### config.mk
export PLATFORM = sky130hd
export DESIGN_NAME = magnetometer_minmax_calibration_flat
export DESIGN_NICKNAME = d
export VERILOG_FILES = /design/src/mmcal_pkg.sv /design/src/mmcal_if.sv /design/src/magnetometer_minmax_calibration.sv /design/src/mmcal_ram.sv /design/src/flat_wrapper.sv
export VERILOG_INCLUDE_DIRS = /design/src /design/src/src
export SDC_FILE = /design/constraint.sdc
export NUM_CORES = 2
export LEC_CHECK = 0
export BUFFER_PORTS_ARGS = -buffer_cell sky130_fd_sc_hd__buf_2
export CORE_MARGIN = 1
export CORE_UTILIZATION = 38
export DETAILED_ROUTE_END_ITERATION = 10
export PLACE_DENSITY_LB_ADDON = 0.25
export RECOVER_POWER = 50
export REMOVE_ABC_BUFFERS = 1
export SETUP_SLACK_MARGIN = 0.4
export SLEW_MARGIN = 20
export SYNTH_ARGS = -nofsm -noshare
export SYNTH_HDL_FRONTEND = slang
export SYNTH_HIERARCHICAL = 1
export SYNTH_SLANG_ARGS = --single-unit
### constraint.sdc
create_clock -name clk_i -period 10.95 [get_ports clk_i]
set_input_delay 1.6425 -clock clk_i [delete_from_list [all_inputs] [get_ports clk_i]]
set_output_delay 1.6425 -clock clk_i [all_outputs]
set_load 0.02 [all_outputs]
### src/magnetometer_minmax_calibration_macros.svh
// Assertion macros for the magnetometer min/max calibration block.
// Expects clk_i and rst_ni in the scope of each use.
`ifndef MAGNETOMETER_MINMAX_CALIBRATION_MACROS_SVH
`define MAGNETOMETER_MINMAX_CALIBRATION_MACROS_SVH

// Check cons in the same cycle as ante.
`define MMCAL_ASSERT_NOW(label, ante, cons, msg) \
  label: assert property (@(posedge clk_i) disable iff (!rst_ni) (ante) |-> (cons)) \
    else $error(msg);

// Check cons in the cycle after ante.
`define MMCAL_ASSERT_NEXT(label, ante, cons, msg) \
  label: assert property (@(posedge clk_i) disable iff (!rst_ni) (ante) |=> (cons)) \
    else $error(msg);

`endif

### src/mmcal_pkg.sv
// Shared constants, types and sequencer states of the magnetometer calibration block.
// No dependencies.
package mmcal_pkg;

  localparam int unsigned AXES        = 3;
  localparam int unsigned SENSORS_DEF = 2;
  localparam int unsigned AXIS_W      = 2;
  localparam int unsigned DATA_W      = 16;
  localparam int unsigned DIFF_W      = 17;
  localparam int unsigned SUM_W       = 18;
  localparam int unsigned NUM_W       = 26;
  localparam int unsigned SCALED_W    = 18;
  localparam int unsigned PROD_W      = 35;
  localparam int unsigned RND_SHIFT   = 9;
  localparam int unsigned ENTRY_W     = 3 * DATA_W;

  localparam logic [AXIS_W-1:0] LAST_AXIS = AXIS_W'(AXES - 1);

  localparam logic signed [DATA_W-1:0] MAX_RST  = 16'sh8000;
  localparam logic signed [DATA_W-1:0] MIN_RST  = 16'sh7FFF;
  localparam logic        [DATA_W-1:0] FAC_ONE  = 16'd256;
  localparam logic        [DATA_W-1:0] FAC_CLIP = 16'hFFFF;

  typedef struct packed {
    logic signed [DATA_W-1:0] max;
    logic signed [DATA_W-1:0] min;
    logic        [DATA_W-1:0] fac;
  } entry_t;

  localparam entry_t ENTRY_RST = '{max: MAX_RST, min: MIN_RST, fac: FAC_ONE};

  typedef enum logic [2:0] {
    ST_IDLE,
    ST_RD_ADDR,
    ST_RD_DATA,
    ST_DIV_INIT,
    ST_DIV,
    ST_MUL,
    ST_CLIP,
    ST_DONE
  } state_e;

endpackage

### src/mmcal_if.sv
// Request and result channels of the magnetometer calibration block.
// Depends on mmcal_pkg for field widths.
interface mmcal_req_if;
  logic                                   valid;
  logic                                   ready;
  logic                                   sensor;
  logic signed [mmcal_pkg::DATA_W-1:0]    raw_x;
  logic signed [mmcal_pkg::DATA_W-1:0]    raw_y;
  logic signed [mmcal_pkg::DATA_W-1:0]    raw_z;

  modport source (output valid, sensor, raw_x, raw_y, raw_z, input ready);
  modport sink   (input valid, sensor, raw_x, raw_y, raw_z, output ready);
endinterface

interface mmcal_res_if;
  logic                                   valid;
  logic                                   ready;
  logic signed [mmcal_pkg::DATA_W-1:0]    cal_x;
  logic signed [mmcal_pkg::DATA_W-1:0]    cal_y;
  logic signed [mmcal_pkg::DATA_W-1:0]    cal_z;
  logic                                   saturated;

  modport source (output valid, cal_x, cal_y, cal_z, saturated, input ready);
  modport sink   (input valid, cal_x, cal_y, cal_z, saturated, output ready);
endinterface

### src/magnetometer_minmax_calibration.sv
// Channel   | dir | payload                          | handshake
// req_i     | in  | sensor, raw_x, raw_y, raw_z      | valid/ready
// res_o     | out | cal_x, cal_y, cal_z, saturated   | valid/ready
//
// A request first reads the three extents, then per axis runs the shared restoring
// divider when the axis range is nonzero, then scales and clips the axis, and
// finally hands over the result.
// Reset clears the sequencer and all entry valid bits; invalid entries read as
// reset extents and unity factor. A held result stalls only the final hand-over.
// Depends on mmcal_pkg, mmcal_if, mmcal_ram and the macros header.
`include "magnetometer_minmax_calibration_macros.svh"

module magnetometer_minmax_calibration #(
  parameter int unsigned SENSORS = mmcal_pkg::SENSORS_DEF
) (
  input  logic         clk_i,
  input  logic         rst_ni,
  mmcal_req_if.sink    req_i,
  mmcal_res_if.source  res_o
);

  localparam int unsigned DEPTH = SENSORS * mmcal_pkg::AXES;
  localparam int unsigned AW    = $clog2(DEPTH);
  localparam int unsigned CNT_W = $clog2(mmcal_pkg::NUM_W);
  localparam logic [AW-1:0] BASE_ONE = (SENSORS > 1) ? AW'(mmcal_pkg::AXES) : '0;
  localparam logic [CNT_W-1:0] DIV_LAST = CNT_W'(mmcal_pkg::NUM_W - 1);

  mmcal_pkg::state_e state_q, state_d;

  logic [mmcal_pkg::AXIS_W-1:0]               axis_q;
  logic                                       sensor_q;
  logic signed [mmcal_pkg::DATA_W-1:0]        raw_q [mmcal_pkg::AXES];
  logic signed [mmcal_pkg::DATA_W-1:0]        max_q [mmcal_pkg::AXES];
  logic signed [mmcal_pkg::DATA_W-1:0]        min_q [mmcal_pkg::AXES];
  logic        [mmcal_pkg::DATA_W-1:0]        fac_q [mmcal_pkg::AXES];
  logic        [mmcal_pkg::DIFF_W-1:0]        d_q   [mmcal_pkg::AXES];
  logic signed [mmcal_pkg::DATA_W-1:0]        cal_q [mmcal_pkg::AXES];
  logic        [mmcal_pkg::SUM_W-1:0]         total_q;
  logic        [mmcal_pkg::NUM_W-1:0]         num_q;
  logic        [mmcal_pkg::SUM_W-1:0]         rem_q;
  logic        [mmcal_pkg::SUM_W-1:0]         den_q;
  logic        [CNT_W-1:0]                    div_cnt_q;
  logic signed [mmcal_pkg::PROD_W-1:0]        prod_q;
  logic                                       sat_q;
  logic                                       rd_vld_q;
  logic        [DEPTH-1:0]                    vld_q;

  logic                                       out_vld_q;
  logic signed [mmcal_pkg::DATA_W-1:0]        out_x_q, out_y_q, out_z_q;
  logic                                       out_sat_q;

  logic                        ram_we;
  logic                        load_out;
  logic                        req_ready;
  logic [AW-1:0]               ram_addr;
  logic [mmcal_pkg::ENTRY_W-1:0] ram_rdata;
  mmcal_pkg::entry_t           rd_entry;
  mmcal_pkg::entry_t           wr_entry;

  logic signed [mmcal_pkg::DATA_W-1:0] cur_raw;
  logic signed [mmcal_pkg::DATA_W-1:0] new_max, new_min;
  logic        [mmcal_pkg::DIFF_W-1:0] new_d;
  logic        [mmcal_pkg::DIFF_W-1:0] cur_d;
  logic        [mmcal_pkg::SUM_W-1:0]  den3;
  logic        [mmcal_pkg::SUM_W:0]    shifted;
  logic                                div_ge;
  logic        [mmcal_pkg::SUM_W-1:0]  rem_nxt;
  logic        [mmcal_pkg::NUM_W-1:0]  num_nxt;
  logic                                quot_clip;
  logic signed [mmcal_pkg::DIFF_W-1:0] ext_sum;
  logic signed [mmcal_pkg::SCALED_W-1:0] diff;
  logic signed [mmcal_pkg::DIFF_W-1:0] fac_s;
  logic signed [mmcal_pkg::PROD_W-1:0] prod_d;
  logic signed [mmcal_pkg::PROD_W-1:0] rnd_full;
  logic signed [mmcal_pkg::PROD_W-mmcal_pkg::RND_SHIFT-1:0] rnd;
  logic                                clip_hi, clip_lo;
  logic signed [mmcal_pkg::DATA_W-1:0] cal_d;

  // Datapath shared across axes
  always_comb begin
    ram_addr = (sensor_q ? BASE_ONE : '0) + AW'(axis_q);
    rd_entry = rd_vld_q ? mmcal_pkg::entry_t'(ram_rdata) : mmcal_pkg::ENTRY_RST;
    cur_raw  = raw_q[axis_q];
    new_max  = (cur_raw > rd_entry.max) ? cur_raw : rd_entry.max;
    new_min  = (cur_raw < rd_entry.min) ? cur_raw : rd_entry.min;
    new_d    = {new_max[mmcal_pkg::DATA_W-1], new_max} - {new_min[mmcal_pkg::DATA_W-1], new_min};

    cur_d = d_q[axis_q];
    den3  = {1'b0, cur_d} + {cur_d, 1'b0};

    shifted = {rem_q, num_q[mmcal_pkg::NUM_W-1]};
    div_ge  = shifted >= {1'b0, den_q};
    rem_nxt = div_ge ? mmcal_pkg::SUM_W'(shifted - {1'b0, den_q})
                     : shifted[mmcal_pkg::SUM_W-1:0];
    num_nxt = {num_q[mmcal_pkg::NUM_W-2:0], div_ge};
    quot_clip = |num_nxt[mmcal_pkg::NUM_W-1:mmcal_pkg::DATA_W];

    ext_sum = {max_q[axis_q][mmcal_pkg::DATA_W-1], max_q[axis_q]}
            + {min_q[axis_q][mmcal_pkg::DATA_W-1], min_q[axis_q]};
    diff    = $signed({cur_raw[mmcal_pkg::DATA_W-1], cur_raw, 1'b0})
            - $signed({ext_sum[mmcal_pkg::DIFF_W-1], ext_sum});
    fac_s   = $signed({1'b0, fac_q[axis_q]});
    prod_d  = diff * fac_s;

    rnd_full = prod_q + mmcal_pkg::PROD_W'(256);
    rnd      = rnd_full[mmcal_pkg::PROD_W-1:mmcal_pkg::RND_SHIFT];
    clip_hi  = rnd > $signed(26'sd32767);
    clip_lo  = rnd < $signed(-26'sd32768);
    cal_d    = clip_hi ? mmcal_pkg::MIN_RST
             : clip_lo ? mmcal_pkg::MAX_RST
             : rnd[mmcal_pkg::DATA_W-1:0];

    wr_entry = '{max: max_q[axis_q], min: min_q[axis_q], fac: fac_q[axis_q]};
  end

  // Next state
  always_comb begin
    state_d = state_q;
    unique case (state_q)
      mmcal_pkg::ST_IDLE:     if (req_i.valid) state_d = mmcal_pkg::ST_RD_ADDR;
      mmcal_pkg::ST_RD_ADDR:  state_d = mmcal_pkg::ST_RD_DATA;
      mmcal_pkg::ST_RD_DATA: begin
        state_d = (axis_q == mmcal_pkg::LAST_AXIS) ? mmcal_pkg::ST_DIV_INIT
                                                   : mmcal_pkg::ST_RD_ADDR;
      end
      mmcal_pkg::ST_DIV_INIT: begin
        state_d = (cur_d == '0) ? mmcal_pkg::ST_MUL : mmcal_pkg::ST_DIV;
      end
      mmcal_pkg::ST_DIV:      if (div_cnt_q == DIV_LAST) state_d = mmcal_pkg::ST_MUL;
      mmcal_pkg::ST_MUL:      state_d = mmcal_pkg::ST_CLIP;
      mmcal_pkg::ST_CLIP: begin
        state_d = (axis_q == mmcal_pkg::LAST_AXIS) ? mmcal_pkg::ST_DONE
                                                   : mmcal_pkg::ST_DIV_INIT;
      end
      mmcal_pkg::ST_DONE:     if (!out_vld_q || res_o.ready) state_d = mmcal_pkg::ST_IDLE;
      default:                state_d = mmcal_pkg::ST_IDLE;
    endcase
  end

  // Outputs of the sequencer
  always_comb begin
    req_ready = 1'b0;
    ram_we    = 1'b0;
    load_out  = 1'b0;
    unique case (state_q)
      mmcal_pkg::ST_IDLE: req_ready = 1'b1;
      mmcal_pkg::ST_CLIP: ram_we    = 1'b1;
      mmcal_pkg::ST_DONE: load_out  = !out_vld_q || res_o.ready;
      default: ;
    endcase
  end

  assign req_i.ready     = req_ready;
  assign res_o.valid     = out_vld_q;
  assign res_o.cal_x     = out_x_q;
  assign res_o.cal_y     = out_y_q;
  assign res_o.cal_z     = out_z_q;
  assign res_o.saturated = out_sat_q;

  mmcal_ram #(
    .WIDTH (mmcal_pkg::ENTRY_W),
    .DEPTH (DEPTH)
  ) u_ram (
    .clk_i   (clk_i),
    .we_i    (ram_we),
    .waddr_i (ram_addr),
    .wdata_i (wr_entry),
    .raddr_i (ram_addr),
    .rdata_o (ram_rdata)
  );

  // Control registers
  always_ff @(posedge clk_i or negedge rst_ni) begin
    if (!rst_ni) begin
      state_q   <= mmcal_pkg::ST_IDLE;
      axis_q    <= '0;
      div_cnt_q <= '0;
      vld_q     <= '0;
      out_vld_q <= 1'b0;
    end else begin
      state_q <= state_d;
      unique case (state_q)
        mmcal_pkg::ST_IDLE:     axis_q <= '0;
        mmcal_pkg::ST_RD_DATA: begin
          axis_q <= (axis_q == mmcal_pkg::LAST_AXIS) ? '0 : axis_q + 1'b1;
        end
        mmcal_pkg::ST_DIV_INIT: div_cnt_q <= '0;
        mmcal_pkg::ST_DIV:      div_cnt_q <= div_cnt_q + 1'b1;
        mmcal_pkg::ST_CLIP: begin
          vld_q[ram_addr] <= 1'b1;
          if (axis_q != mmcal_pkg::LAST_AXIS) axis_q <= axis_q + 1'b1;
        end
        default: ;
      endcase
      if (load_out) begin
        out_vld_q <= 1'b1;
      end else if (res_o.ready) begin
        out_vld_q <= 1'b0;
      end
    end
  end

  // Payload registers
  always_ff @(posedge clk_i) begin
    unique case (state_q)
      mmcal_pkg::ST_IDLE: begin
        if (req_i.valid) begin
          sensor_q <= req_i.sensor;
          raw_q[0] <= req_i.raw_x;
          raw_q[1] <= req_i.raw_y;
          raw_q[2] <= req_i.raw_z;
          total_q  <= '0;
          sat_q    <= 1'b0;
        end
      end
      mmcal_pkg::ST_RD_ADDR: rd_vld_q <= vld_q[ram_addr];
      mmcal_pkg::ST_RD_DATA: begin
        max_q[axis_q] <= new_max;
        min_q[axis_q] <= new_min;
        fac_q[axis_q] <= rd_entry.fac;
        d_q[axis_q]   <= new_d;
        total_q       <= total_q + mmcal_pkg::SUM_W'(new_d);
      end
      mmcal_pkg::ST_DIV_INIT: begin
        num_q <= {total_q, 8'd0} + mmcal_pkg::NUM_W'(den3 >> 1);
        den_q <= den3;
        rem_q <= '0;
      end
      mmcal_pkg::ST_DIV: begin
        num_q <= num_nxt;
        rem_q <= rem_nxt;
        if (div_cnt_q == DIV_LAST) begin
          fac_q[axis_q] <= quot_clip ? mmcal_pkg::FAC_CLIP
                                     : num_nxt[mmcal_pkg::DATA_W-1:0];
          if (quot_clip) sat_q <= 1'b1;
        end
      end
      mmcal_pkg::ST_MUL:  prod_q <= prod_d;
      mmcal_pkg::ST_CLIP: begin
        cal_q[axis_q] <= cal_d;
        if (clip_hi || clip_lo) sat_q <= 1'b1;
      end
      mmcal_pkg::ST_DONE: begin
        if (load_out) begin
          out_x_q   <= cal_q[0];
          out_y_q   <= cal_q[1];
          out_z_q   <= cal_q[2];
          out_sat_q <= sat_q;
        end
      end
      default: ;
    endcase
  end

  `MMCAL_ASSERT_NEXT(a_accept_starts_read, req_i.valid && req_i.ready,
                     state_q == mmcal_pkg::ST_RD_ADDR && axis_q == '0,
                     "accepted request did not start the extent read at axis 0")
  `MMCAL_ASSERT_NOW(a_div_den_nonzero, state_q == mmcal_pkg::ST_DIV, den_q != '0,
                    "divider running with a zero divisor")
  `MMCAL_ASSERT_NOW(a_axis_in_range, state_q != mmcal_pkg::ST_IDLE,
                    axis_q <= mmcal_pkg::LAST_AXIS, "axis counter out of range")
  `MMCAL_ASSERT_NEXT(a_clip_last_done,
                     state_q == mmcal_pkg::ST_CLIP && axis_q == mmcal_pkg::LAST_AXIS,
                     state_q == mmcal_pkg::ST_DONE,
                     "last axis did not lead to result hand-over")

endmodule

### src/mmcal_ram.sv
// Generic single-port-write, single-port-read RAM with registered read data.
// No dependencies.
module mmcal_ram #(
  parameter int unsigned WIDTH = 8,
  parameter int unsigned DEPTH = 4
) (
  input  logic                             clk_i,
  input  logic                             we_i,
  input  logic [$clog2(DEPTH)-1:0]         waddr_i,
  input  logic [WIDTH-1:0]                 wdata_i,
  input  logic [$clog2(DEPTH)-1:0]         raddr_i,
  output logic [WIDTH-1:0]                 rdata_o
);

  logic [WIDTH-1:0] mem_q [DEPTH];

  always_ff @(posedge clk_i) begin
    if (we_i) begin
      mem_q[waddr_i] <= wdata_i;
    end
    rdata_o <= mem_q[raddr_i];
  end

endmodule
### src/flat_wrapper.sv
// flat-port wrapper written by rule: the top's interface ports become plain ports
module magnetometer_minmax_calibration_flat 
#(
  parameter int unsigned SENSORS = mmcal_pkg::SENSORS_DEF
)
  (clk_i, rst_ni, req_i_valid, req_i_sensor, req_i_raw_x, req_i_raw_y, req_i_raw_z, req_i_ready, res_o_valid, res_o_cal_x, res_o_cal_y, res_o_cal_z, res_o_saturated, res_o_ready);
  mmcal_req_if req_i_i ();
  mmcal_res_if res_o_i ();
  input  logic clk_i;
  input  logic rst_ni;
  input wire logic [$bits(req_i_i.valid)-1:0] req_i_valid;
  input wire logic [$bits(req_i_i.sensor)-1:0] req_i_sensor;
  input wire logic [$bits(req_i_i.raw_x)-1:0] req_i_raw_x;
  input wire logic [$bits(req_i_i.raw_y)-1:0] req_i_raw_y;
  input wire logic [$bits(req_i_i.raw_z)-1:0] req_i_raw_z;
  output wire logic [$bits(req_i_i.ready)-1:0] req_i_ready;
  output wire logic [$bits(res_o_i.valid)-1:0] res_o_valid;
  output wire logic [$bits(res_o_i.cal_x)-1:0] res_o_cal_x;
  output wire logic [$bits(res_o_i.cal_y)-1:0] res_o_cal_y;
  output wire logic [$bits(res_o_i.cal_z)-1:0] res_o_cal_z;
  output wire logic [$bits(res_o_i.saturated)-1:0] res_o_saturated;
  input wire logic [$bits(res_o_i.ready)-1:0] res_o_ready;
  assign req_i_i.valid = req_i_valid;
  assign req_i_i.sensor = req_i_sensor;
  assign req_i_i.raw_x = req_i_raw_x;
  assign req_i_i.raw_y = req_i_raw_y;
  assign req_i_i.raw_z = req_i_raw_z;
  assign req_i_ready = req_i_i.ready;
  assign res_o_valid = res_o_i.valid;
  assign res_o_cal_x = res_o_i.cal_x;
  assign res_o_cal_y = res_o_i.cal_y;
  assign res_o_cal_z = res_o_i.cal_z;
  assign res_o_saturated = res_o_i.saturated;
  assign res_o_i.ready = res_o_ready;
  magnetometer_minmax_calibration #(.SENSORS(SENSORS)) u_core (.clk_i(clk_i), .rst_ni(rst_ni), .req_i(req_i_i), .res_o(res_o_i));
endmodule
==> results.md <==
- Status: finished with violations
- Failing checks: capacitance limit, slew limit
- CP Capture Type: register
- WL per Instance: a little over 20 microns
- Nets@finish: between 4000 and 5000
- WP data arrival: between 10 and 15 ns
- TritonCTS clock tree: built
- Clock skew: 0.0559 ns
- Final Cycle Share: roughly nine tenths
- Final instance area: 53100 sq um
- DR iter-0 viols: 2331
- Worst r2r path cells: 35
- TritonRoute pass-1 iters: 6
- # port buffers: slightly above 100
- Hold_sp: u_core/cal_q[1][12]$_DFFE_PP_
- Vias per std cell: 5.14
- Syn Area/Cell: 12.2 sq um
- Final core utilization: 43.0%
- Unrepaired setup endpoints after global routing: false
- Most common cell in the synthesized netlist: edfxtp_1
- Die area: 126000 sq um
- Asr flop ratio synth: 2.12%
- Ranking of synthesized cells by area: edfxtp_1, fa_1, ha_1
- Die width: 355 microns
- Synthesized flop and latch total: about 800
- Crit start category: register
- Reg clk slew, reported paths: 0.06 ns
- Die Y: 355 microns
- Final estimated routing congestion in global placement: roughly 0.87
- Slowest stage delay, CP: 0.63 ns
- Dpl hpwl: 80.5 mm
- Row cnt: 129
- Share of cells above drive strength 1: ~8.9%
- Worst-case clock buffer depth: 3
- Hold buffers post-CTS: 0
- Max-cap violations: 12
- Inserted Clock Buffers: 89
- Initial antenna violation count: 4
- Cells after DPL: approximately 5500
- WL final: ~120 mm
- Worst setup path class: reg -> reg
- Crit-path slowest cell: fa_2
- Pre-CTS setup slack: about 0.25 ns
- Post-synth top area share: 46.9%
- Ys flop type: edfxtp_1
- Sink Count: 803
- Slew margin rel.: -136%
- Ant diodes: 0
- Clock root buffer: clkbuf_16
- Hold Path End: u_core/res_o.cal_y[12]$_DFFE_PP_
- Area leader, netlist: edfxtp_1
- Area grow syn2layout: 12.4%
- Worst r2r src: u_core/axis_q[0]$_DFFE_PN0P_
- Placeable Area: 123000 sq um
- Synth warn: 6
- Highest clock rate: 99.8 MHz
- DRC viols: 0
- Setup ws final: 0.933 ns
- Number of non-filler instances in the completed layout: roughly 5700
- Hold Path Class: reg -> reg
- CP Max Fanout: 12
- DR vias: approximately 29000
- Seq. cell area: 23600 sq um
- H-tree depth: 3
- First-pass GRT wire length: 176 mm
- Total Routing Usage GR: a little under a fifth
- Final setup vio count: 0
- Multi-input logic area: 21400 sq um
- Starting density of the core: 38.3%
- Worst r2r dst: u_core/prod_q[34]$_DFFE_PP_
- FF-to-FF setup slack: roughly 0.93 ns
- Fillers: about 11000
- EDFF count, synth: 738
- Vias in the first global route: 29167
- Hold Path Cell Cnt: 0
- Cell variety after synth: between 80 and 90
- Post-synth top cells: edfxtp_1, inv_1, nand2_1, fa_1, mux2i_1
- Hold Violations, Final: 0
- Largest net degree at the start of global routing: 69
- Overflow after GRT: 0
- Slew Limit Fails: 437
- Dpl cell area: between 40000 and 50000 sq um
- Post-layout min period: 10.02 ns
- Final ANT Viol Nets: 0
- Most Frequent Cell on Critical Path: fa_1
- I/O Pins: 104
- Syn Inst Count: between 3000 and 4000
- Post-synthesis sequential area ratio: roughly half
- Cell Area, Synth: about 47000 sq um
- Required @ worst endpoint: around 11 ns
- Clock latency on the worst-skew pair: 0.72 ns
- Worst-margin pin slew: 3.55 ns
placed cells by master, fill, tap and decap left out, types with 10 or more instances in the layout:
cell         n
a211oi_1    13
a21o_1      44
a21oi_1    153
a21oi_2     21
a22o_1      48
and2_1      41
and3_1      18
buf_2       45
buf_4       72
bufinv_16   14
clkbuf_1    89
clkbuf_16   89
clkinv_1    14
clkinv_2    10
dfrtp_1     15
dfxtp_1     48
edfxtp_1   738
fa_1       305
ha_1       228
inv_1      476
mux2_2      20
mux2i_1    277
nand2_1    338
nand2b_1    30
nand3_1     50
nand4_1     17
nor2_1     228
nor2b_1     36
nor3_1      70
o21a_1      69
o21ai_0     77
o21bai_1    16
or3_1       13
xnor2_1     92
xor2_1      45
critical path, delay by kind of cell (launching register included):
family	cells	cell delay, ns
simple gates	4	0.82
flops	1	0.51
mux	1	0.19
fa+ha+maj	9	4.46
compound gates	15	3.08
xor+xnor	1	0.08
buf+inv	5	0.57
flip-flops by register name, indices dropped and copies added, names as in the netlist, 18 cells and up:
name,cells
u_core/cal_q,48
u_core/d_q,51
u_core/den_q,18
u_core/fac_q,48
u_core/max_q,48
u_core/min_q,48
u_core/num_q,26
u_core/prod_q,27
u_core/raw_q,48
u_core/rem_q,18
u_core/total_q,18
u_core/u_ram/mem_q,288
u_core/u_ram/rdata_o,48
layout make-up:
| class | instances | area share [%] |
|---|---|---|
| Clock buffer | 113 | 4.53 |
| Clock inverter | 53 | 1.42 |
| Inverter | 480 | 3.39 |
| Multi-Input combinational cell | 2435 | 40.3 |
| Sequential cell | 803 | 44.3 |
| Tap cell | 1637 | 3.86 |
| Timing Repair Buffer | 197 | 2.16 |
how the worst max path moves through the flow:
stage,start,end
2_1_floorplan,u_core/axis_q[0]$_DFFE_PN0P_,u_core/prod_q[27]$_DFFE_PP_
3_3_place_gp,u_core/axis_q[1]$_DFFE_PN0P_,u_core/prod_q[27]$_DFFE_PP_
3_5_place_dp,u_core/axis_q[1]$_DFFE_PN0P_,u_core/prod_q[34]$_DFFE_PP_
4_1_cts,u_core/axis_q[0]$_DFFE_PN0P_,u_core/prod_q[34]$_DFFE_PP_
5_1_grt,u_core/axis_q[0]$_DFFE_PN0P_,u_core/prod_q[34]$_DFFE_PP_
6_report,u_core/axis_q[0]$_DFFE_PN0P_,u_core/prod_q[34]$_DFFE_PP_
metal layers:
metal,vias up,track usage [%],share of wire (%)
li1,13685,-,-
met1,14861,26.2,46
met2,697,29.0,46
met3,162,2.76,5.2
met4,0,5.08,2.3
met5,-,0,0
repair_timing:
| item | in CTS | in global routing |
|---|---|---|
| pin swaps | 0 | 3 |
| endpoints found under the setup margin | 5 | 14 |
| setup buffers | 1 | 16 |
| resized for setup | 4 | 16 |
cells by family (layout without fill, tap and decap cells):
kind of cell,after synthesis,count (layout),share of synthesized area [%]
compound gates,557,557,8.02
xor+xnor,140,140,2.59
fa+ha+maj,539,539,19.1
buf+inv,623,843,5.29
flops,803,803,49.8
mux,300,300,6.46
simple gates,899,899,8.70
metrics by stage:
stage,hold WS [ns],TNS [ns]
6_report,0.405,0
3_5_place_dp,0.405,0
3_3_place_gp,0.400,0
4_1_cts,0.407,0
5_1_grt,0.417,0
2_1_floorplan,0.400,-56.82
Power is left out: the tool's default activity adds up to more than one toggle a clock period on the data nets, which glitch-free logic cannot reach.
